`src/rtl/core/htsed_pkg.sv`:
```
// types, character codes and the entity name table for the tag stripper and entity decoder
package htsed_pkg;

  localparam int ENT_DEPTH  = 5;
  localparam int NAME_COUNT = 13;

  typedef enum logic [3:0] {
    MODE_NORMAL = 4'b0001,
    MODE_TAG    = 4'b0010,
    MODE_ENT    = 4'b0100,
    MODE_BAD    = 4'b1000
  } mode_t;

  typedef logic [0:ENT_DEPTH-1][7:0] ent_buf_t;

  // what one accepted input beat does
  typedef struct packed {
    logic [1:0]      cnt;
    logic [2:0][7:0] bytes;
    mode_t           mode_nxt;
    logic [2:0]      len_nxt;
    logic            wr_en;
  } dec_t;

  localparam logic [7:0] CH_LT    = 8'h3C;
  localparam logic [7:0] CH_GT    = 8'h3E;
  localparam logic [7:0] CH_AMP   = 8'h26;
  localparam logic [7:0] CH_SEMI  = 8'h3B;
  localparam logic [7:0] CH_SPACE = 8'h20;
  localparam logic [7:0] CH_HASH  = 8'h23;
  localparam logic [7:0] CH_X     = 8'h78;
  localparam logic [7:0] CH_QMARK = 8'h3F;

  localparam ent_buf_t NAME_TXT [NAME_COUNT] = '{
    '{"a", "m", "p", 8'h00, 8'h00},
    '{"l", "t", 8'h00, 8'h00, 8'h00},
    '{"g", "t", 8'h00, 8'h00, 8'h00},
    '{"q", "u", "o", "t", 8'h00},
    '{"n", "b", "s", "p", 8'h00},
    '{"l", "r", "m", 8'h00, 8'h00},
    '{"r", "l", "m", 8'h00, 8'h00},
    '{"n", "d", "a", "s", "h"},
    '{"m", "d", "a", "s", "h"},
    '{"l", "s", "q", "u", "o"},
    '{"r", "s", "q", "u", "o"},
    '{"l", "d", "q", "u", "o"},
    '{"r", "d", "q", "u", "o"}
  };

  localparam logic [2:0] NAME_LEN [NAME_COUNT] = '{
    3'd3, 3'd2, 3'd2, 3'd4, 3'd4, 3'd3, 3'd3, 3'd5, 3'd5, 3'd5, 3'd5, 3'd5, 3'd5
  };

  localparam logic [15:0] NAME_CP [NAME_COUNT] = '{
    16'h0026, 16'h003C, 16'h003E, 16'h0022, 16'h0020, 16'h200E, 16'h200F,
    16'h2013, 16'h2014, 16'h2018, 16'h2019, 16'h201C, 16'h201D
  };

endpackage

```
`src/rtl/core/htsed_decode.sv`:
```
// combinational decode of one input byte against the parser state
module htsed_decode (
  input  logic [7:0]              text_byte,
  input  logic                    end_of_text,
  input  htsed_pkg::mode_t        mode,
  input  logic [2:0]              ent_len,
  input  htsed_pkg::ent_buf_t     ent_chars,
  output htsed_pkg::dec_t         dec
);

  logic            is_term;
  logic [1:0]      fin_cnt;
  logic [2:0][7:0] fin_bytes;

  assign is_term = (text_byte == htsed_pkg::CH_SEMI) || (text_byte == htsed_pkg::CH_SPACE);

  // digit of base 10 or 16, msb flags a valid digit
  function automatic logic [4:0] digit_of(input logic [7:0] c, input logic hex);
    logic [4:0] r;
    r = 5'd0;
    if (c >= "0" && c <= "9") begin
      r = {1'b1, 4'(c - "0")};
    end else if (hex && c >= "a" && c <= "f") begin
      r = {1'b1, 4'(c - "a" + 8'd10)};
    end else if (hex && c >= "A" && c <= "F") begin
      r = {1'b1, 4'(c - "A" + 8'd10)};
    end
    return r;
  endfunction

  // entity finish: & + byte if empty, else name table, then number, else '?'
  always_comb begin
    logic            hit;
    logic            m;
    logic [15:0]     cp;
    logic            hex;
    logic [2:0]      start;
    logic            ok;
    logic [15:0]     val;
    logic [4:0]      d;
    hit       = 1'b0;
    cp        = 16'd0;
    hex       = 1'b0;
    start     = 3'd1;
    ok        = 1'b0;
    val       = 16'd0;
    d         = 5'd0;
    fin_cnt   = 2'd1;
    fin_bytes = {8'h00, 8'h00, htsed_pkg::CH_QMARK};

    for (int i = 0; i < htsed_pkg::NAME_COUNT; i++) begin
      m = (ent_len == htsed_pkg::NAME_LEN[i]);
      for (int k = 0; k < htsed_pkg::ENT_DEPTH; k++) begin
        if (3'(k) < htsed_pkg::NAME_LEN[i] && ent_chars[k] != htsed_pkg::NAME_TXT[i][k]) begin
          m = 1'b0;
        end
      end
      if (m && !hit) begin
        hit = 1'b1;
        cp  = htsed_pkg::NAME_CP[i];
      end
    end

    // numeric reference, at most four digits so the value stays below 16 bits
    hex   = (ent_len >= 3'd2) && (ent_chars[1] == htsed_pkg::CH_X);
    start = hex ? 3'd2 : 3'd1;
    ok    = (start < ent_len);
    for (int k = 1; k < htsed_pkg::ENT_DEPTH; k++) begin
      if (3'(k) >= start && 3'(k) < ent_len) begin
        d = digit_of(ent_chars[k], hex);
        if (!d[4]) begin
          ok = 1'b0;
        end
        val = hex ? {val[11:0], d[3:0]} : 16'(val * 16'd10 + {12'd0, d[3:0]});
      end
    end

    if (!hit && ent_chars[0] == htsed_pkg::CH_HASH && ok && val != 16'd0) begin
      hit = 1'b1;
      cp  = val;
    end

    if (ent_len == 3'd0) begin
      fin_cnt   = 2'd2;
      fin_bytes = {8'h00, text_byte, htsed_pkg::CH_AMP};
    end else if (hit) begin
      if (cp < 16'h0080) begin
        fin_cnt   = 2'd1;
        fin_bytes = {8'h00, 8'h00, cp[7:0]};
      end else if (cp < 16'h0800) begin
        fin_cnt   = 2'd2;
        fin_bytes = {8'h00, {2'b10, cp[5:0]}, {3'b110, cp[10:6]}};
      end else begin
        fin_cnt   = 2'd3;
        fin_bytes = {{2'b10, cp[5:0]}, {2'b10, cp[11:6]}, {4'b1110, cp[15:12]}};
      end
    end
  end

  always_comb begin
    dec          = '0;
    dec.mode_nxt = mode;
    dec.len_nxt  = ent_len;
    case (mode)
      htsed_pkg::MODE_TAG: begin
        if (text_byte == htsed_pkg::CH_GT) begin
          dec.mode_nxt = htsed_pkg::MODE_NORMAL;
        end
      end
      htsed_pkg::MODE_BAD: begin
        if (is_term) begin
          dec.cnt      = 2'd1;
          dec.bytes    = {8'h00, 8'h00, htsed_pkg::CH_QMARK};
          dec.mode_nxt = htsed_pkg::MODE_NORMAL;
        end
      end
      htsed_pkg::MODE_ENT: begin
        if (is_term) begin
          dec.cnt      = fin_cnt;
          dec.bytes    = fin_bytes;
          dec.mode_nxt = htsed_pkg::MODE_NORMAL;
        end else if (ent_len >= 3'(htsed_pkg::ENT_DEPTH)) begin
          dec.mode_nxt = htsed_pkg::MODE_BAD;
        end else begin
          dec.wr_en   = 1'b1;
          dec.len_nxt = ent_len + 3'd1;
        end
      end
      default: begin
        if (text_byte == htsed_pkg::CH_LT) begin
          dec.mode_nxt = htsed_pkg::MODE_TAG;
        end else if (text_byte == htsed_pkg::CH_AMP) begin
          dec.mode_nxt = htsed_pkg::MODE_ENT;
          dec.len_nxt  = 3'd0;
        end else begin
          dec.cnt   = 2'd1;
          dec.bytes = {8'h00, 8'h00, text_byte};
        end
      end
    endcase
    // open tag or entity is dropped at end of text
    if (end_of_text) begin
      dec.mode_nxt = htsed_pkg::MODE_NORMAL;
      dec.len_nxt  = 3'd0;
    end
  end

endmodule

```
`src/rtl/core/html_tag_strip_entity_decode_top.sv`:
```
// latency: a byte's first output beat is offered the cycle after the byte is accepted
// throughput: one input beat per cycle while each byte gives at most one output byte and
//   the output is not stalled; a byte that gives more output bytes (up to 3) holds the input
//   as the three-byte result register drains one beat per cycle while out_tready is high
// reset: synchronous active-low rst_n returns to normal text mode with the result
//   register empty; the entity character store is undefined until written
module html_tag_strip_entity_decode_top (
  input  logic       clk,
  input  logic       rst_n,
  input  logic       in_tvalid,
  output logic       in_tready,
  input  logic [7:0] in_tdata,   // [7:0] text_byte
  input  logic       in_tlast,   // end_of_text
  output logic       out_tvalid,
  input  logic       out_tready,
  output logic [7:0] out_tdata,  // [7:0] out_byte
  output logic       out_tlast   // last_of_run
);

  htsed_pkg::mode_t    mode_r;
  logic [2:0]          ent_len_r;
  htsed_pkg::ent_buf_t ent_chars_r;
  logic [2:0][7:0]     obuf_r;
  logic [1:0]          cnt_r;
  logic [1:0]          cnt_nxt;
  htsed_pkg::dec_t     dec;
  logic                in_acc;
  logic                out_acc;

  htsed_decode u_decode (
    .text_byte   (in_tdata[7:0]),
    .end_of_text (in_tlast),
    .mode        (mode_r),
    .ent_len     (ent_len_r),
    .ent_chars   (ent_chars_r),
    .dec         (dec)
  );

  // take a new beat when the result register is empty or drains this cycle
  assign in_tready  = (cnt_r == 2'd0) || (cnt_r == 2'd1 && out_tready);
  assign in_acc     = in_tvalid && in_tready;
  assign out_tvalid = (cnt_r != 2'd0);
  assign out_acc    = out_tvalid && out_tready;
  assign out_tdata  = obuf_r[0];
  assign out_tlast  = (cnt_r == 2'd1);

  always_comb begin
    cnt_nxt = cnt_r;
    if (in_acc) begin
      cnt_nxt = dec.cnt;
    end else if (out_acc) begin
      cnt_nxt = cnt_r - 2'd1;
    end
  end

  always_ff @(posedge clk) begin
    if (!rst_n) begin
      mode_r    <= htsed_pkg::MODE_NORMAL;
      ent_len_r <= 3'd0;
      cnt_r     <= 2'd0;
    end else begin
      cnt_r <= cnt_nxt;
      if (in_acc) begin
        mode_r    <= dec.mode_nxt;
        ent_len_r <= dec.len_nxt;
      end
    end
  end

  always_ff @(posedge clk) begin
    if (in_acc) begin
      obuf_r <= dec.bytes;
    end else if (out_acc) begin
      obuf_r <= {8'h00, obuf_r[2], obuf_r[1]};
    end
    if (in_acc && dec.wr_en) begin
      ent_chars_r[ent_len_r] <= in_tdata[7:0];
    end
  end

endmodule

```
`config.mk`:
```
export PLATFORM = sky130hd
export DESIGN_NAME = html_tag_strip_entity_decode_top
export DESIGN_NICKNAME = d
export VERILOG_FILES = /design/src/rtl/core/htsed_pkg.sv /design/src/rtl/core/htsed_decode.sv /design/src/rtl/core/html_tag_strip_entity_decode_top.sv
export SDC_FILE = /design/constraint.sdc
export NUM_CORES = 1
export LEC_CHECK = 0
export BUFFER_PORTS_ARGS = -buffer_cell sky130_fd_sc_hd__clkbuf_2
export CORE_MARGIN = 3
export CORE_UTILIZATION = 45
export DETAILED_ROUTE_END_ITERATION = 10
export PLACE_DENSITY = 0.72
export SYNTH_ARGS = -nofsm -noshare
export SYNTH_HDL_FRONTEND = slang
export SYNTH_SLANG_ARGS = --single-unit
```
`constraint.sdc`:
```
create_clock -name clk -period 11.45 [get_ports clk]
set_input_delay 1.145 -clock clk [delete_from_list [all_inputs] [get_ports clk]]
set_output_delay 1.145 -clock clk [all_outputs]
set_load 0.01 [all_outputs]
```
# ---- Word-level counts from Yosys, hierarchy flattened
# Index checks and enable logic that the tools add are counted.
dict set report classes {
  add_sub_neg 25
  n_mul 3
  n_lt_le_gt_ge 39
  n_eq_ne 49
  n_mux 141
  bitwise_logic 1
  reduce_logical 70
}
# operator n
set op_table {}
lappend op_table {{16-bit two-way mux} 19}
lappend op_table {{8-bit by 7-bit != test with 1-bit output (second input constant)} 27}
lappend op_table {{24-bit two-way mux} 6}
lappend op_table {{5-bit two-way mux} 16}
lappend op_table {{26-bit one-hot mux with 3 select lines} 1}
lappend op_table {{1-bit two-way mux} 73}
lappend op_table {{8-bit by 7-bit greater-or-equal comparator with 1-bit output (second input constant)} 8}
lappend op_table {{8-bit by 7-bit less-or-equal comparator with 1-bit output (second input constant)} 8}
lappend op_table {{26-bit two-way mux} 2}
lappend op_table {{16-bit by 4-bit adder with 16-bit output} 3}
lappend op_table {{8-bit by 6-bit == test with 1-bit output (second input constant)} 6}
lappend op_table {{4-bit by 1-bit subtractor with 4-bit output (second input constant)} 12}
lappend op_table {{1-bit logical AND} 45}
lappend op_table {{40-bit bitwise mux} 1}
lappend op_table {{4-bit adder (second input constant)} 8}
lappend op_table {{8-bit by 6-bit greater-or-equal comparator with 1-bit output (second input constant)} 4}
lappend op_table {{8-bit by 6-bit less-or-equal comparator with 1-bit output (second input constant)} 4}
lappend op_table {{16-bit by 3-bit multiplier with 15-bit output (second input constant)} 2}
lappend op_table {{29-bit two-way mux} 1}
lappend op_table {{4-bit two-way mux} 7}
lappend op_table {{25-bit two-way mux} 1}
lappend op_table {{8-bit demux with 3-bit select} 1}
lappend op_table {{16-bit by 12-bit less-than comparator with 1-bit output (second input constant)} 1}
lappend op_table {{16-bit by 8-bit less-than comparator with 1-bit output (second input constant)} 1}
lappend op_table {{other kinds (44)} 71}
dict set report totals {
  regBits 73
  input_bits 13
  out_inout_bits 11
  wordCells 339
}

# ---- Logic depth before layout (Yosys ltp)
# Gate-level depths: netlist of the first run.
dict set report logic_depth {
  depth_word 54
  ltp_mapped 40
  depth_no_buf 37
}

# ---- By module
# A second synthesis of the first run with hierarchy kept.
dict set report unflattened {
  hier_cells 947
  area_unflattened_um2 8171.6
}
# mod instances cells_each area_each_um2 seq_area_each_um2
set modules_own_cells {}
lappend modules_own_cells {htsed_decode 1 787 5371.4 0.0}
lappend modules_own_cells {html_tag_strip_entity_decode_top 1 160 2800.2 2102.0}

# ---- Worst setup path after synthesis of the first run
# Ideal clock, no wire load.
dict set report synth_path {
  path_type {reg2reg}
  start {reg ent_chars_r[24] in the netlist's numbering}
  end {reg obuf_r[17] in the netlist's numbering (data pin)}
  setup_ns 0.264
  arrival_ns 8.294
  required_time_ns 11.186
  path_slack_ns 2.893
  stages_incl_launch_ff 40
  n_path_buf 3
  period_less_slack_ns 8.557
  path_cell_list {edfxtp_1 inv_1 ha_1 nand3b_4 or3_1 buf_2 inv_2 buf_6 nand4_1 nand2_1 ha_1 inv_1 fa_1 nor2b_1 o221ai_1 o21ai_0 nor2_1 ha_1 (+4 left out) or3_1 nand3_1 a31o_2 ha_1 ha_1 a21oi_1 xnor2_1 or3b_1 or3_1 nor4b_1 mux2i_1 nand4b_1 nor2b_1 buf_4 a31oi_4 or3b_4 o2111ai_4 nor2b_1}
}
dict set report synth_via {
  elab_chain_len 53
  elab_cells_between_ends 189
  cone_classes {add/sub (8); mul (3); order compare (13); eq/ne (9); mux (105); reduce/logical (51)}
}
# item line
set synth_lines {}
lappend synth_lines {{start: declaration} html_tag_strip_entity_decode_top.sv:22} ;# htsed_pkg::ent_buf_t ent_chars_r;
lappend synth_lines {{start signal: indexed assignment} html_tag_strip_entity_decode_top.sv:77} ;# ent_chars_r[ent_len_r] <= in_tdata[7:0];
lappend synth_lines {{parallel branches: the longest is 48 deep, another holds 16-bit by 4-bit adder with 16-bit output} -}
lappend synth_lines {{24-bit two-way mux (*)} htsed_decode.sv:86} ;# end else if (hit) begin
lappend synth_lines {{24-bit two-way mux (*)} htsed_decode.sv:83} ;# if (ent_len == 3'd0) begin
lappend synth_lines {{26-bit two-way mux (*)} htsed_decode.sv:118} ;# if (is_term) begin
lappend synth_lines {{26-bit one-hot mux with 3 select lines (*)} htsed_decode.sv:104} ;# case (mode)
lappend synth_lines {{24-bit two-way mux (*)} html_tag_strip_entity_decode_top.sv:71} ;# if (in_acc) begin
lappend synth_lines {{end signal: assignment} html_tag_strip_entity_decode_top.sv:72} ;# obuf_r <= dec.bytes;
lappend synth_lines {{end signal: assignment} html_tag_strip_entity_decode_top.sv:74} ;# obuf_r <= {8'h00, obuf_r[2], obuf_r[1]};
lappend synth_lines {{end: declaration} html_tag_strip_entity_decode_top.sv:23} ;# logic [2:0][7:0] obuf_r;
# Mark *: on every way between the ends. The select of a mux whose other input is x is not followed.
# A chain may end at the register's enable or synchronous reset.

# ---- Worst setup path in the final report of the first run
dict set report layout_path {
  start {reg ent_chars_r[24] in the netlist's numbering}
  end {reg obuf_r, in the netlist out_tdata[0] (data pin)}
}
# Same word-level chain as after synthesis.

==> results, run 1 <==
- The flow ran to the end, and the final reports show no timing, DRC or antenna violations.
- The number of nets with antenna violations after routing is 0.
- The design draws 0.6688 mW.
- The initial antenna violation count is 0.
- The vertical extent of the die is 141.0 microns.
- The global routing usage on met2 is 37.40%.
- The repair_antennas step left the layout with diodes totalling 0.
- The number of placement rows is 48.
- Including well taps, the total number of placed cells is 1187.
- The tightest min-delay check is of the flop to flop type.
- The average instance in the mapped netlist occupies 8.459 sq um.
- At the end of the flow, the number of nets in the layout was 1066.
- In this run the biggest area consumer among cell types represents 23.08% of the synthesized area.
- The clock tree from TritonCTS is built.
- The global-route wire length before repair is 38140 microns.
- The HPWL reported at the end of detailed placement is 18450 microns.
- The terminus of the critical flop-to-flop path is out_tdata[0].
- The synthesis-to-layout area growth is 6.671%.
- 24 I/O pins were placed.
- Subtracting the final worst setup slack from the clock period gives 10520 ps.
- For this design the ratio of total power to cell area is 76.49 nW/um^2.
- Setup repair after global routing left no endpoint under its margin.
- The cell taking the most area after synthesis is sky130_fd_sc_hd__edfxtp_1.
- The launching element of the worst setup path is ent_chars_r[24].
- The post-detailed-routing wire length is 23430 microns.
- The final setup skew is 5.196 ps.
- The clock latency reported for the late side of the worst-skew pair is 330 ps.
- Synthesis handed over a netlist of 969 instances.
- The die is 141.0 microns wide.
- The number of buffers added to fix hold violations after cts is 0.
- The root cell of the clock tree is sky130_fd_sc_hd__clkbuf_16.
- The total count of max-transition violations in the final report is 0.
- The worst-case hold slack is 532.0 ps.
- The routed length per instance is 19.47 microns.
- The category of the worst setup path capture point is a flop.
- The count of cell types in the netlist is 114.
- The highest achievable clock rate is 0.09504 GHz.
- For met1 alone, demand over resource in global routing was 33.36%.
- After global routing the overflow that remains totals 0.
- The Yosys step of the flow raised 0 warnings.
- The filler cells instantiated in the layout total 1707.
- For flop-to-flop paths, the worst setup slack is 930 ps.
- Among all flip-flop cells after synthesis, the most frequent one is sky130_fd_sc_hd__edfxtp_1.
- Summed over all cells, the static leakage comes to 3.430 nW.
- STA classifies the critical path startpoint as a flop.
- Across all layers, the routed design uses 7863 vias.
- The launching point of the worst reg2reg path is ent_chars_r[24].
- The initial utilization of the core area, before any placement, comes to 46.74%.
- The global-route layer with the greatest usage is met2.
- The library cell contributing the largest single delay on the critical path is sky130_fd_sc_hd__a2111oi_0.
- By instance count, the cell type seen most on the critical path is sky130_fd_sc_hd__ha_1.
- The startpoint-to-endpoint class of the critical path is flop to flop.
- The cell area that synthesis handed to floorplanning was 8197 sq um.
- By instance count, the leading cell after synthesis is sky130_fd_sc_hd__nor2_1.
- The total count of hold-check failures in the final report was 0.
- Following the worst setup path forward leads to its endpoint at out_tdata[0].
- The core region is 17540 sq um.
- After synthesis, the cell types taking the most area are sky130_fd_sc_hd__edfxtp_1 23%, sky130_fd_sc_hd__ha_1 11%, sky130_fd_sc_hd__nor2_1 4.4%, sky130_fd_sc_hd__nand2_1 3.6%, sky130_fd_sc_hd__a21oi_1 3.1%.
- The count of placed standard cells in the final layout, fillers left out is 1203.
- The H-tree level count is 3.
- For this run, global-route usage on met3 was measured as 2.680%.
- The remaining routing DRC violations is 0.
- The clock buffer count from CTS is 9.
- The die outline area is 19870 sq um.
- The cell area after placement is 8431 sq um.
- The final cycle utilization of the critical path is 91.89%.
- The total of cells resized after clock tree synthesis is 0.
- Setup violations remaining at the end of the flow were counted as 0.
- The synthesized design contains 63 enable-type register cells.
- The part of the Yosys area used for sequential elements is 25.28%.
- STA puts the critical path data required time at 11610 ps.
- The commonest cells after synthesis are 97 x sky130_fd_sc_hd__nor2_1, 78 x sky130_fd_sc_hd__nand2_1, 74 x sky130_fd_sc_hd__ha_1.
- The clock transition at the registers of the reported paths is 60 ps.
- Port buffering added 23 buffers.
- The clock net in this run drives a total of 72 sinks.
- The reported max-cap violation count is 0.
- The via count of the first global-routing pass is 7335.
- On the worst path, the slowest cell contributes a delay of 770 ps.
- The detailed router finished its first iteration with 752 violations.
- The length in cells of the worst reg-to-reg path is 38.
- Entering global routing, the biggest net connects 36 pins.
- The total negative setup slack is 0 ps.
- The number of buffers inserted to repair setup after CTS is 0.
- Data on the critical path arrives at its endpoint at 10690 ps.
- Of all flip-flops after synthesis, the portion carrying an async set or reset was 0%.
- The global placer's final weighted congestion is 0.9849.
- The clock passes through at most 2 buffers.
- Global routing consumed, over all layers together, 23.50% of the routing resources.
- IR analysis of the VDD net gives a maximum drop of 0.1031 mV.
- The share of layout cells above drive strength 1 is 10.74%.
- For the pin with the worst max-slew slack, the measured transition is 875.6 ps.
- Dividing the detail-routed via count by the number of cells gives 6.536.
- Summing all non-filler instances in the final layout gives an area of 8743 sq um.
- Along the worst path, the maximum fanout reaches 24.
- The worst slew margin relative to its limit is 40.12%.
- The count of state elements after synthesis is 72.
- The pre-antenna-repair detailed-routing pass consisted of 5 iterations.
## kinds of logic after synthesis
group,Yosys count,synth area share [%]
compound gates,268,23.58
mux,11,1.389
buf+inv,79,4.549
xor+xnor,24,2.824
flops,72,25.28
other cells,1,0.04575
fa+ha+maj,80,12.76
simple gates,434,29.57
## worst max-delay path, delay by kind of cell, from the launching register on
kind	cells	cell delay, ps
AND/OR/NAND/NOR	15	3960
flip-flops	1	430
AO/OA/AOI/OAI	9	2240
multiplexers	1	220
buffers and inverters	4	770
adder cells (fa/ha/maj)	8	2490
XOR/XNOR	1	210
## how the worst min path moves through the flow
stage	startpoint	endpoint	slack [ps]	cells after the start
after detailed placement	obuf_r[23]	obuf_r[15]	520	2
after global routing	cnt_r[1]	cnt_r[1]	550	1
after CTS	obuf_r[18]	obuf_r[10]	540	2
after global placement	obuf_r[14]	out_tdata[6]	510	1
final	obuf_r[18]	obuf_r[10]	530	2
after floorplan	obuf_r[23]	obuf_r[15]	480	2
## area by class of cell
type	instances	area, sq um	share of cell area, %
multi-input cells	819	5756	65.83
flip-flops and latches	72	2072	23.70
well taps	225	281.5	3.220
clock buffers	10	229.0	2.619
repair buffers	30	167.7	1.918
inverters	41	153.9	1.760
clock inverters	6	83.83	0.9588
## power by group
| part | switching (mW) | internal (mW) |
|---|---|---|
| clock | 0.103 | 0.189 |
| combinational | 0.0414 | 0.0220 |
| sequential | 0.00590 | 0.307 |
## placed cells by master, fill, tap and decap left out, types with 8 or more instances in the layout
| cell | Yosys | layout |
|---|---|---|
| sky130_fd_sc_hd__inv_1 | 39 | 39 |
| sky130_fd_sc_hd__clkbuf_2 | 0 | 23 |
| sky130_fd_sc_hd__a31oi_1 | 11 | 11 |
| sky130_fd_sc_hd__o211ai_1 | 15 | 15 |
| sky130_fd_sc_hd__edfxtp_1 | 63 | 63 |
| sky130_fd_sc_hd__clkbuf_16 | 0 | 9 |
| sky130_fd_sc_hd__a21oi_1 | 51 | 51 |
| sky130_fd_sc_hd__nand2_1 | 78 | 78 |
| sky130_fd_sc_hd__or2_2 | 12 | 12 |
| sky130_fd_sc_hd__nor2_1 | 97 | 97 |
| sky130_fd_sc_hd__nand2b_1 | 13 | 13 |
| sky130_fd_sc_hd__nand4_1 | 19 | 19 |
| sky130_fd_sc_hd__o21a_1 | 9 | 9 |
| sky130_fd_sc_hd__a211o_1 | 10 | 10 |
| sky130_fd_sc_hd__nand3_1 | 33 | 33 |
| sky130_fd_sc_hd__a211oi_1 | 13 | 13 |
| sky130_fd_sc_hd__xnor2_1 | 16 | 16 |
| sky130_fd_sc_hd__and2_1 | 15 | 15 |
| sky130_fd_sc_hd__o21bai_1 | 9 | 9 |
| sky130_fd_sc_hd__nor2b_1 | 24 | 24 |
| sky130_fd_sc_hd__o21ai_0 | 50 | 50 |
| sky130_fd_sc_hd__nor3_1 | 28 | 28 |
| sky130_fd_sc_hd__nor4_1 | 16 | 16 |
| sky130_fd_sc_hd__ha_1 | 74 | 74 |
| sky130_fd_sc_hd__nor3b_1 | 10 | 10 |
| sky130_fd_sc_hd__mux2i_1 | 8 | 8 |
| sky130_fd_sc_hd__dfxtp_1 | 9 | 9 |
| sky130_fd_sc_hd__and3_1 | 14 | 14 |
| sky130_fd_sc_hd__a21o_1 | 8 | 8 |
| sky130_fd_sc_hd__or3_1 | 9 | 9 |
## per-layer routing
| metal | share of wire (%) | vias up |
|---|---|---|
| li1 | - | 3708 |
| met1 | 44 | 3721 |
| met2 | 45 | 377 |
| met3 | 7.4 | 57 |
| met4 | 3.1 | 0 |
| met5 | 0 | - |
## registers in the layout, summed over array words and instances (netlist names)
name and count:
cnt_r 2, ent_chars_r 40, ent_len_r 3, mode_r 4
obuf_r 15, out_tdata 8
## stage by stage
stage / util, % / setup WS [ps]
2_1_floorplan: - / 2893
3_3_place_gp: 48.07 / 1366
3_5_place_dp: 48.07 / 1161
4_1_cts: 49.86 / 1124
5_1_grt: 49.86 / 34.23
6_report: 49.86 / 928.5
(Power assumes the default switching activity.)
==> run 2, diff against run 1 <==
--- a/config.mk
+++ b/config.mk
@@ -6,6 +6,7 @@
 export NUM_CORES = 1
 export LEC_CHECK = 0
 export BUFFER_PORTS_ARGS = -buffer_cell sky130_fd_sc_hd__clkbuf_2
+export CORE_ASPECT_RATIO = 1.25
 export CORE_MARGIN = 3
 export CORE_UTILIZATION = 45
 export DETAILED_ROUTE_END_ITERATION = 10
==> results, run 2 (synthesized netlist as in run 1, its figures left out) <==
- The flow ran to the end, and the final reports show no timing, DRC or antenna violations.
- The root cell of the clock tree is sky130_fd_sc_hd__clkbuf_16.
- The first global-routing pass estimated 37720 microns of wire.
- The power density normalized to cell area is 76.42 nW/um^2.
- In this run, CTS created clock tree buffers numbering 9.
- The maximum ir drop on the vdd rail is 0.1273 mV.
- The total I/O pin count is 24.
- The final setup skew is 13.69 ps.
- The library cell used most frequently in the layout, excluding fill and tap cells, is sky130_fd_sc_hd__nor2_1.
- Along the worst path, the maximum fanout reaches 8.
- The category of the worst setup path capture point is a flop.
- The number of placement rows is 54.
- The total congestion overflow after global routing is 0.
- The reported max-cap violation count is 0.
- From left edge to right edge, the die measures 126.7 microns.
- The initial antenna violation count came to 0.
- The share of layout cells above drive strength 1 is 10.76%.
- Setup repair after global routing left no endpoint under its margin.
- The library cell contributing the largest single delay on the critical path is sky130_fd_sc_hd__a2111oi_1.
- The critical path contains buffers and inverters numbering 2 combined.
- The number of buffers inserted to repair setup after CTS is 0.
- At the worst endpoint, the required time is 11610 ps.
- Counting along the longest clock path gives a buffer depth of 2.
- The H-tree was split into 3 levels.
- For the pin with the worst max-slew slack, the measured transition is 1202 ps.
- The number of DRC markers in iteration 0 is 790.
- ent_chars_r holds more flip-flops than any other register.
- The clock tree from TritonCTS is built.
- For hold timing, the worst endpoint is cnt_r[1].
- The total count of hold-check failures in the final report is 0.
- The register with the most flip-flops in the layout has 40 of them.
- For the worst-skew pair, the clock arrives at the later sink with an insertion delay of 340 ps.
- The total negative setup slack is 0 ps.
- The count of buffers added on input and output ports is 23.
- The number of buffers added to fix hold violations after cts is 0.
- The placeable core area is 17630 sq um.
- The floorplan step defined a die boundary enclosing 19880 sq um.
- The total of cells resized after clock tree synthesis is 0.
- Across every metal layer, demand over resource in global routing totals 23.44%.
- The first detailed-routing pass ran for 5 iterations.
- The total via count after detailed routing is 7744.
- The most used cell along the critical path is sky130_fd_sc_hd__ha_1.
- The reg2reg setup slack is 1060 ps.
- The path type of the worst min-delay path is flop to flop.
- Data arrives at the worst endpoint at 10550 ps.
- Once detail routing completed, the nets flagged for antenna violations numbered 0.
- The worst path needs 10390 ps of the cycle, external delays included.
- Setup slack on the critical path of the routed design comes to 1062 ps.
- Wires add up to 23430 microns.
- The global placer's final weighted congestion is 0.9808.
- The starting density of the core is 46.48%.
- Along the worst hold path, the cell count comes to 1.
- The clock transition at the registers of the reported paths is 60 ps.
- The final-report setup violation count is 0.
- The critical path is of the flop to flop type.
- The layout net count is 1064.
- The setup slack at placement is 1158 ps.
- Counting cells, the worst reg-to-reg path comes to 34.
- The synthesis-to-layout area growth is 6.396%.
- The total leakage power is 3.427 nW.
- The total count of max-transition violations in the final report was 0.
- The family of cells with the greatest summed delay on the critical path is compound AO/OA/AOI/OAI gates.
- The remaining routing DRC violations is 0.
- In the final routed layout, each cell accounts on average for 19.53 microns.
- The terminus of the critical flop-to-flop path is out_tdata[0].
- The HPWL reported at the end of detailed placement is 18590 microns.
- Static timing analysis puts the maximum clock frequency at 0.09627 GHz.
- In this design, the stage delay of the slowest critical-path cell is 1100 ps.
- The final cycle utilization of the critical path is 90.72%.
- 0 antenna diodes ended up in the layout.
- The pin count of the biggest net entering global routing is 33.
- Leaving out fill and tap cells, the most frequent cells in the layout are 97 x sky130_fd_sc_hd__nor2_1, 78 x sky130_fd_sc_hd__nand2_1, 74 x sky130_fd_sc_hd__ha_1.
- Using the TritonRoute via totals, the vias-per-cell ratio works out to 6.453.
- From bottom edge to top edge, the die measures 156.9 microns.
- STA classifies the critical path startpoint as a flop.
- The tree built by TritonCTS fans out to 72 sinks.
- The worst min-delay path startpoint is cnt_r[1].
- The worst pin sits at a relative slew slack of 19.66%.
- The via count of the first global-routing pass is 7252.
- The worst register-to-register path begins at ent_chars_r[25].
[run 2: worst max-delay path by stage]
stage / end / depth (start not counted) / start
2_1_floorplan: obuf_r[17] / 39 / ent_chars_r[24]
3_3_place_gp: out_tdata[0] / 34 / ent_chars_r[25]
3_5_place_dp: out_tdata[0] / 34 / ent_chars_r[25]
4_1_cts: out_tdata[0] / 34 / ent_chars_r[25]
5_1_grt: out_tdata[0] / 35 / ent_chars_r[25]
6_report: out_tdata[0] / 34 / ent_chars_r[25]
[run 2: stage by stage]
stage | hold WS (ps) | cells | utilization [%] | area, sq um | power [mW]
after floorplan | 483.6 | 970 | - | 8200 | 0.3627
after global placement | 514.8 | 1184 | 47.72 | 8414 | 0.3793
after detailed placement | 502.5 | 1184 | 47.72 | 8414 | 0.3809
after CTS | 539.0 | 1200 | 49.45 | 8721 | 0.6705
after global routing | 560.4 | 1200 | 49.45 | 8721 | 0.6925
final | 541.1 | 1200 | 49.45 | 8721 | 0.6665
[run 2: where the power goes]
| group | internal, mW | switching (mW) | leakage (nW) | total, mW |
|---|---|---|---|---|
| Combinational | 0.0219 | 0.0408 | 2.61 | 0.0627 |
| Clock | 0.181 | 0.110 | 0.155 | 0.291 |
| Sequential | 0.307 | 0.00557 | 0.665 | 0.312 |
| Total | 0.510 | 0.156 | 3.43 | 0.666 |
[run 2: worst register-to-register path: cells and delay by family, from the launching register on]
| kind | cells | cell delay (ps) |
|---|---|---|
| AO/OA/AOI/OAI | 10 | 4060 |
| XOR/XNOR | 4 | 560 |
| adder cells (fa/ha/maj) | 8 | 2560 |
| buffers and inverters | 2 | 210 |
| flip-flops | 1 | 410 |
| multiplexers | 1 | 310 |
| AND/OR/NAND/NOR | 9 | 2090 |
[run 2: final cells by class]
cell class                      count  area (sq um)
Fill cell                        1700          8914
Multi-Input combinational cell    819          5756
Sequential cell                    72          2072
Tap cell                          224         280.3
Clock buffer                       11         254.0
Inverter                           41         153.9
Timing Repair Buffer               28         152.6
Clock inverter                      5         52.55
[run 2: per-layer routing]
layer  up-vias  share of wire, %  track usage [%]
met5         -                 0                0
met2       308                49            40.99
met3        76               5.3            2.274
met4         0               3.9            9.964
met1      3658                42            29.55
li1       3702                 -                -
==> run 3, diff against run 2 <==
--- a/config.mk
+++ b/config.mk
@@ -10,7 +10,9 @@
 export CORE_MARGIN = 3
 export CORE_UTILIZATION = 45
 export DETAILED_ROUTE_END_ITERATION = 10
+export GPL_TIMING_DRIVEN = 0
 export PLACE_DENSITY = 0.72
 export SYNTH_ARGS = -nofsm -noshare
 export SYNTH_HDL_FRONTEND = slang
+export SYNTH_HIERARCHICAL = 1
 export SYNTH_SLANG_ARGS = --single-unit
==> results, run 3 <==
- The run finished with clean final reports.
- The total via count after detailed routing is 7636.
- The part of the Yosys area used for sequential elements is 25.72%.
- The maximum fanout along the worst path is 10.
- The number of enable flip-flop cells after synthesis is 64.
- The power share of the combinational group is 15.5%.
- The global placer's final weighted congestion is 0.9680.
- The HPWL reported at the end of detailed placement is 18240 microns.
- For this run, the number of Yosys warnings is 6.
- The first global-routing pass estimated 37150 microns of wire.
- The number of cells on the worst hold path is 2.
- The part of the total power dissipated in the clock network is 36.6%.
- The clock latency reported for the late side of the worst-skew pair is 330 ps.
- The sum of routed wire segments on met1 is 9766 microns.
- In this run switching power makes up 24.21% of total power.
- After detailed routing, the met3 layer carries 1129 microns of wire.
- Across the VDD grid, the largest voltage drop is 0.1041 mV.
- The reported max-cap violation count is 0.
- The finished layout cell area is 8842 sq um.
- The starting density of the core is 46.34%.
- The flip-flop count of the largest register, all copies and words added is 40.
- For this run, the slowest stage of the critical path takes 600 ps.
- Counting every instance in the synthesized netlist gives 947.
- Counting the buffers created by CTS gives 9.
- The count of state elements after synthesis is 73.
- The count of nets left with antenna violations once routing finished came out at 0.
- The total count of hold-check failures in the final report is 0.
- By count the netlist is led by 93 x sky130_fd_sc_hd__nor2_1, 73 x sky130_fd_sc_hd__ha_1, 71 x sky130_fd_sc_hd__nand2_1.
- The worst slew margin relative to its limit is 24.26%.
- Fill cells in the final layout number 1696.
- The path type of the worst min-delay path is flop to flop.
- The clock transition at the registers of the reported paths is 60 ps.
- The worst hold path terminates at mode_r[1].
- The synthesized design devotes to its leading area cell type 23.52% of total area.
- The analysis attributes to net switching a power of 0.1615 mW.
- ent_chars_r holds more flip-flops than any other register.
- The terminus of the critical flop-to-flop path is out_tdata[5].
- The width of the die is 126.5 microns.
- Data on the critical path is required at its endpoint by 11540 ps.
- The clock sink count is 73.
- The clock tree from TritonCTS is built.
- The share of synthesized registers carrying an async set or reset is 0%.
- In the final design database the tool counted 1074 nets.
- Dividing the detail-routed via count by the number of cells gives 6.311.
- In the post-synthesis netlist, the biggest area contributors are sky130_fd_sc_hd__edfxtp_1 24%, sky130_fd_sc_hd__ha_1 11%, sky130_fd_sc_hd__nor2_1 4.3%, sky130_fd_sc_hd__a21oi_1 3.5%, sky130_fd_sc_hd__nand2_1 3.3%.
- The number of placement rows is 54.
- The startpoint type of the worst setup path is a flop.
- For the pin with the worst max-slew slack, the measured transition is 1126 ps.
- 0 antenna diodes ended up in the layout.
- The die outline area is 19820 sq um.
- The startpoint identified for the worst register-to-register timing path is ent_chars_r[24].
- The number of buffers inserted to repair setup after CTS is 0.
- The uppermost layer routed is met4.
- The number of buffers and inverters on the critical path is 7.
- The H-tree level count is 3.
- Summed over all layers, the global routing overflow is 0.
- The final setup skew is 9.553 ps.
- Entering global routing, the biggest net connects 29 pins.
- Counting distinct cell types in the post-synthesis netlist gives 108.
- The cell taking the most area after synthesis is sky130_fd_sc_hd__edfxtp_1.
- The via count of the first global-routing pass is 7286.
- The total area inside the core boundary comes to 17630 sq um.
- The post-detailed-routing wire length is 23210 microns.
- The fraction of the mapped netlist area in adder cells is 12.65%.
- Global routing used 22.94% of the available tracks.
- The library cells used most frequently in the layout, excluding fill and tap cells, are 93 x sky130_fd_sc_hd__nor2_1, 73 x sky130_fd_sc_hd__ha_1, 71 x sky130_fd_sc_hd__nand2_1.
- The library cell used most frequently in the layout, excluding fill and tap cells, is sky130_fd_sc_hd__nor2_1.
- The family of cells with the greatest summed delay on the critical path is compound AO/OA/AOI/OAI gates.
- For flop-to-flop paths, the worst setup slack is 730 ps.
- For this run, the leading register cell type out of synthesis is sky130_fd_sc_hd__edfxtp_1.
- The maximum buffer depth of the clock tree is 2.
- Dividing total power by cell area gives a power density of 75.43 nW/um^2.
- The final cycle utilization of the critical path is 93.60%.
- The total count of max-transition violations in the final report was 0.
- The mean instance size in the synthesized netlist is 8.629 sq um.
- The share of layout cells above drive strength 1 is 10.75%.
- The startpoint-to-endpoint class of the critical path is flop to flop.
- Clock tree synthesis selected as its root buffer the cell sky130_fd_sc_hd__clkbuf_16.
- Based on the critical path, the design can be clocked at up to 0.09331 GHz.
- The port buffer count is 22.
- From bottom edge to top edge, the die measures 156.7 microns.
- Cells fill 50.14% of the core in the end.
- The area growth from synthesis to layout is 8.207%.
- Setup total negative slack on the finished layout was measured at 0 ps.
- The number of DRC markers in iteration 0 is 695.
- Per report_power, the sequential group accounts for 47.9% of the total.
- Setup repair after global routing left no endpoint under its margin.
- The met2 layer wire length in the routed design is 11140 microns.
- The length in cells of the worst reg-to-reg path is 41.
- The count of placed standard cells in the final layout, fillers left out is 1210.
- The worst-case hold slack is 476.2 ps.
- In this design, the critical path's most frequently occurring cell is sky130_fd_sc_hd__ha_1.
- Setup violations remaining at the end of the flow were counted as 0.
- The total leakage power is 3.518 nW.
- The remaining routing DRC violations is 0.
- The worst path needs 10720 ps of the cycle, external delays included.
- The category of the worst setup path capture point is a flop.
- The post-synthesis instance area is 8172 sq um.
- Among all stages on the critical path, the largest delay is contributed by sky130_fd_sc_hd__a2111oi_0.
- The most common cell in the synthesized netlist is sky130_fd_sc_hd__nor2_1.
- The routed length per instance is 19.18 microns.
- The combinational family with the most area after synthesis is simple AND/OR/NAND/NOR gates.
- The critical path arrival is 10800 ps.
- The total I/O pin count is 24.
- The number of detailed-routing iterations run before antenna repair is 6.
- After Yosys synthesis, XOR and XNOR cells account for 4.119% of the synthesized area.
- The cell-internal power is 0.5055 mW.
- The initial antenna violation count is 0.
- In this run the cell area measured after placement is 8569 sq um.
- The number of instances in the placed design is 1195.
- The worst min-delay path startpoint is mode_r[1].
- The share of cell area taken by muxes after synthesis is 4.394%.
- The simple logic cell fraction of the synthesized area is 24.87%.
- The complex-gate fraction of the synthesized area is 23.09%.
[run 3: cell type report]
cell class | instances | area, sq um | area share, %
Clock buffer | 11 | 232.7 | 2.632
Timing Repair Buffer | 22 | 110.1 | 1.245
Buffer | 40 | 246.5 | 2.788
Multi-Input combinational cell | 791 | 5678 | 64.21
Inverter | 45 | 171.4 | 1.939
Tap cell | 224 | 280.3 | 3.170
Sequential cell | 73 | 2102 | 23.77
Clock inverter | 4 | 21.27 | 0.2406
[run 3: logic make-up (layout without fill, tap and decap cells)]
| logic type | Yosys count | count (layout) |
|---|---|---|
| XOR/XNOR | 36 | 36 |
| other | 1 | 3 |
| multiplexers | 28 | 28 |
| buffers and inverters | 85 | 122 |
| flip-flops | 73 | 73 |
| AO/OA/AOI/OAI | 269 | 269 |
| adder cells (fa/ha/maj) | 79 | 79 |
| AND/OR/NAND/NOR | 376 | 376 |
[run 3: worst max-delay path by stage]
stage	from	end	slack [ps]	depth (start not counted)
2_1_floorplan	ent_chars_r[25]	out_tdata[1]	2610	41
3_3_place_gp	ent_chars_r[24]	out_tdata[5]	870	42
3_5_place_dp	ent_chars_r[24]	out_tdata[5]	810	42
4_1_cts	ent_chars_r[24]	out_tdata[5]	750	42
5_1_grt	ent_chars_r[24]	out_tdata[5]	60	40
6_report	ent_chars_r[24]	out_tdata[5]	730	41
[run 3: worst reg2reg max path, delay by kind of cell, from the launching register on]
| family | cells | cell delay [ps] |
|---|---|---|
| buf+inv | 7 | 1490 |
| flops | 1 | 510 |
| compound gates | 10 | 2580 |
| xor+xnor | 3 | 640 |
| mux | 2 | 690 |
| simple gates | 11 | 2200 |
| fa+ha+maj | 8 | 2370 |
[run 3: power groups by stage]
stage	registers, mW	logic (mW)	clock network (mW)
after floorplan	0.323	0.0749	0
after global placement	0.323	0.102	0
after detailed placement	0.325	0.104	0
after CTS	0.319	0.104	0.248
after global routing	0.321	0.112	0.258
final	0.319	0.104	0.244
[run 3: metrics by stage]
step | power [mW] | setup WS, ps
2_1_floorplan | 0.3978 | 2614
3_3_place_gp | 0.4259 | 872.0
3_5_place_dp | 0.4285 | 808.3
4_1_cts | 0.6713 | 752.7
5_1_grt | 0.6914 | 57.22
6_report | 0.6669 | 733.3
[run 3: per-layer routing]
| metal | vias up | GRT usage, % |
|---|---|---|
| li1 | 3660 | - |
| met1 | 3574 | 28.55 |
| met2 | 313 | 39.76 |
| met3 | 89 | 2.083 |
| met4 | 0 | 11.39 |
| met5 | - | 0 |
[run 3: what timing repair did]
| item | 4_1_cts | 5_1_grt |
|---|---|---|
| hold buffers | 0 | 0 |
| setup endpoints to repair | 0 | 1 |
| gates resized for setup | 0 | 1 |
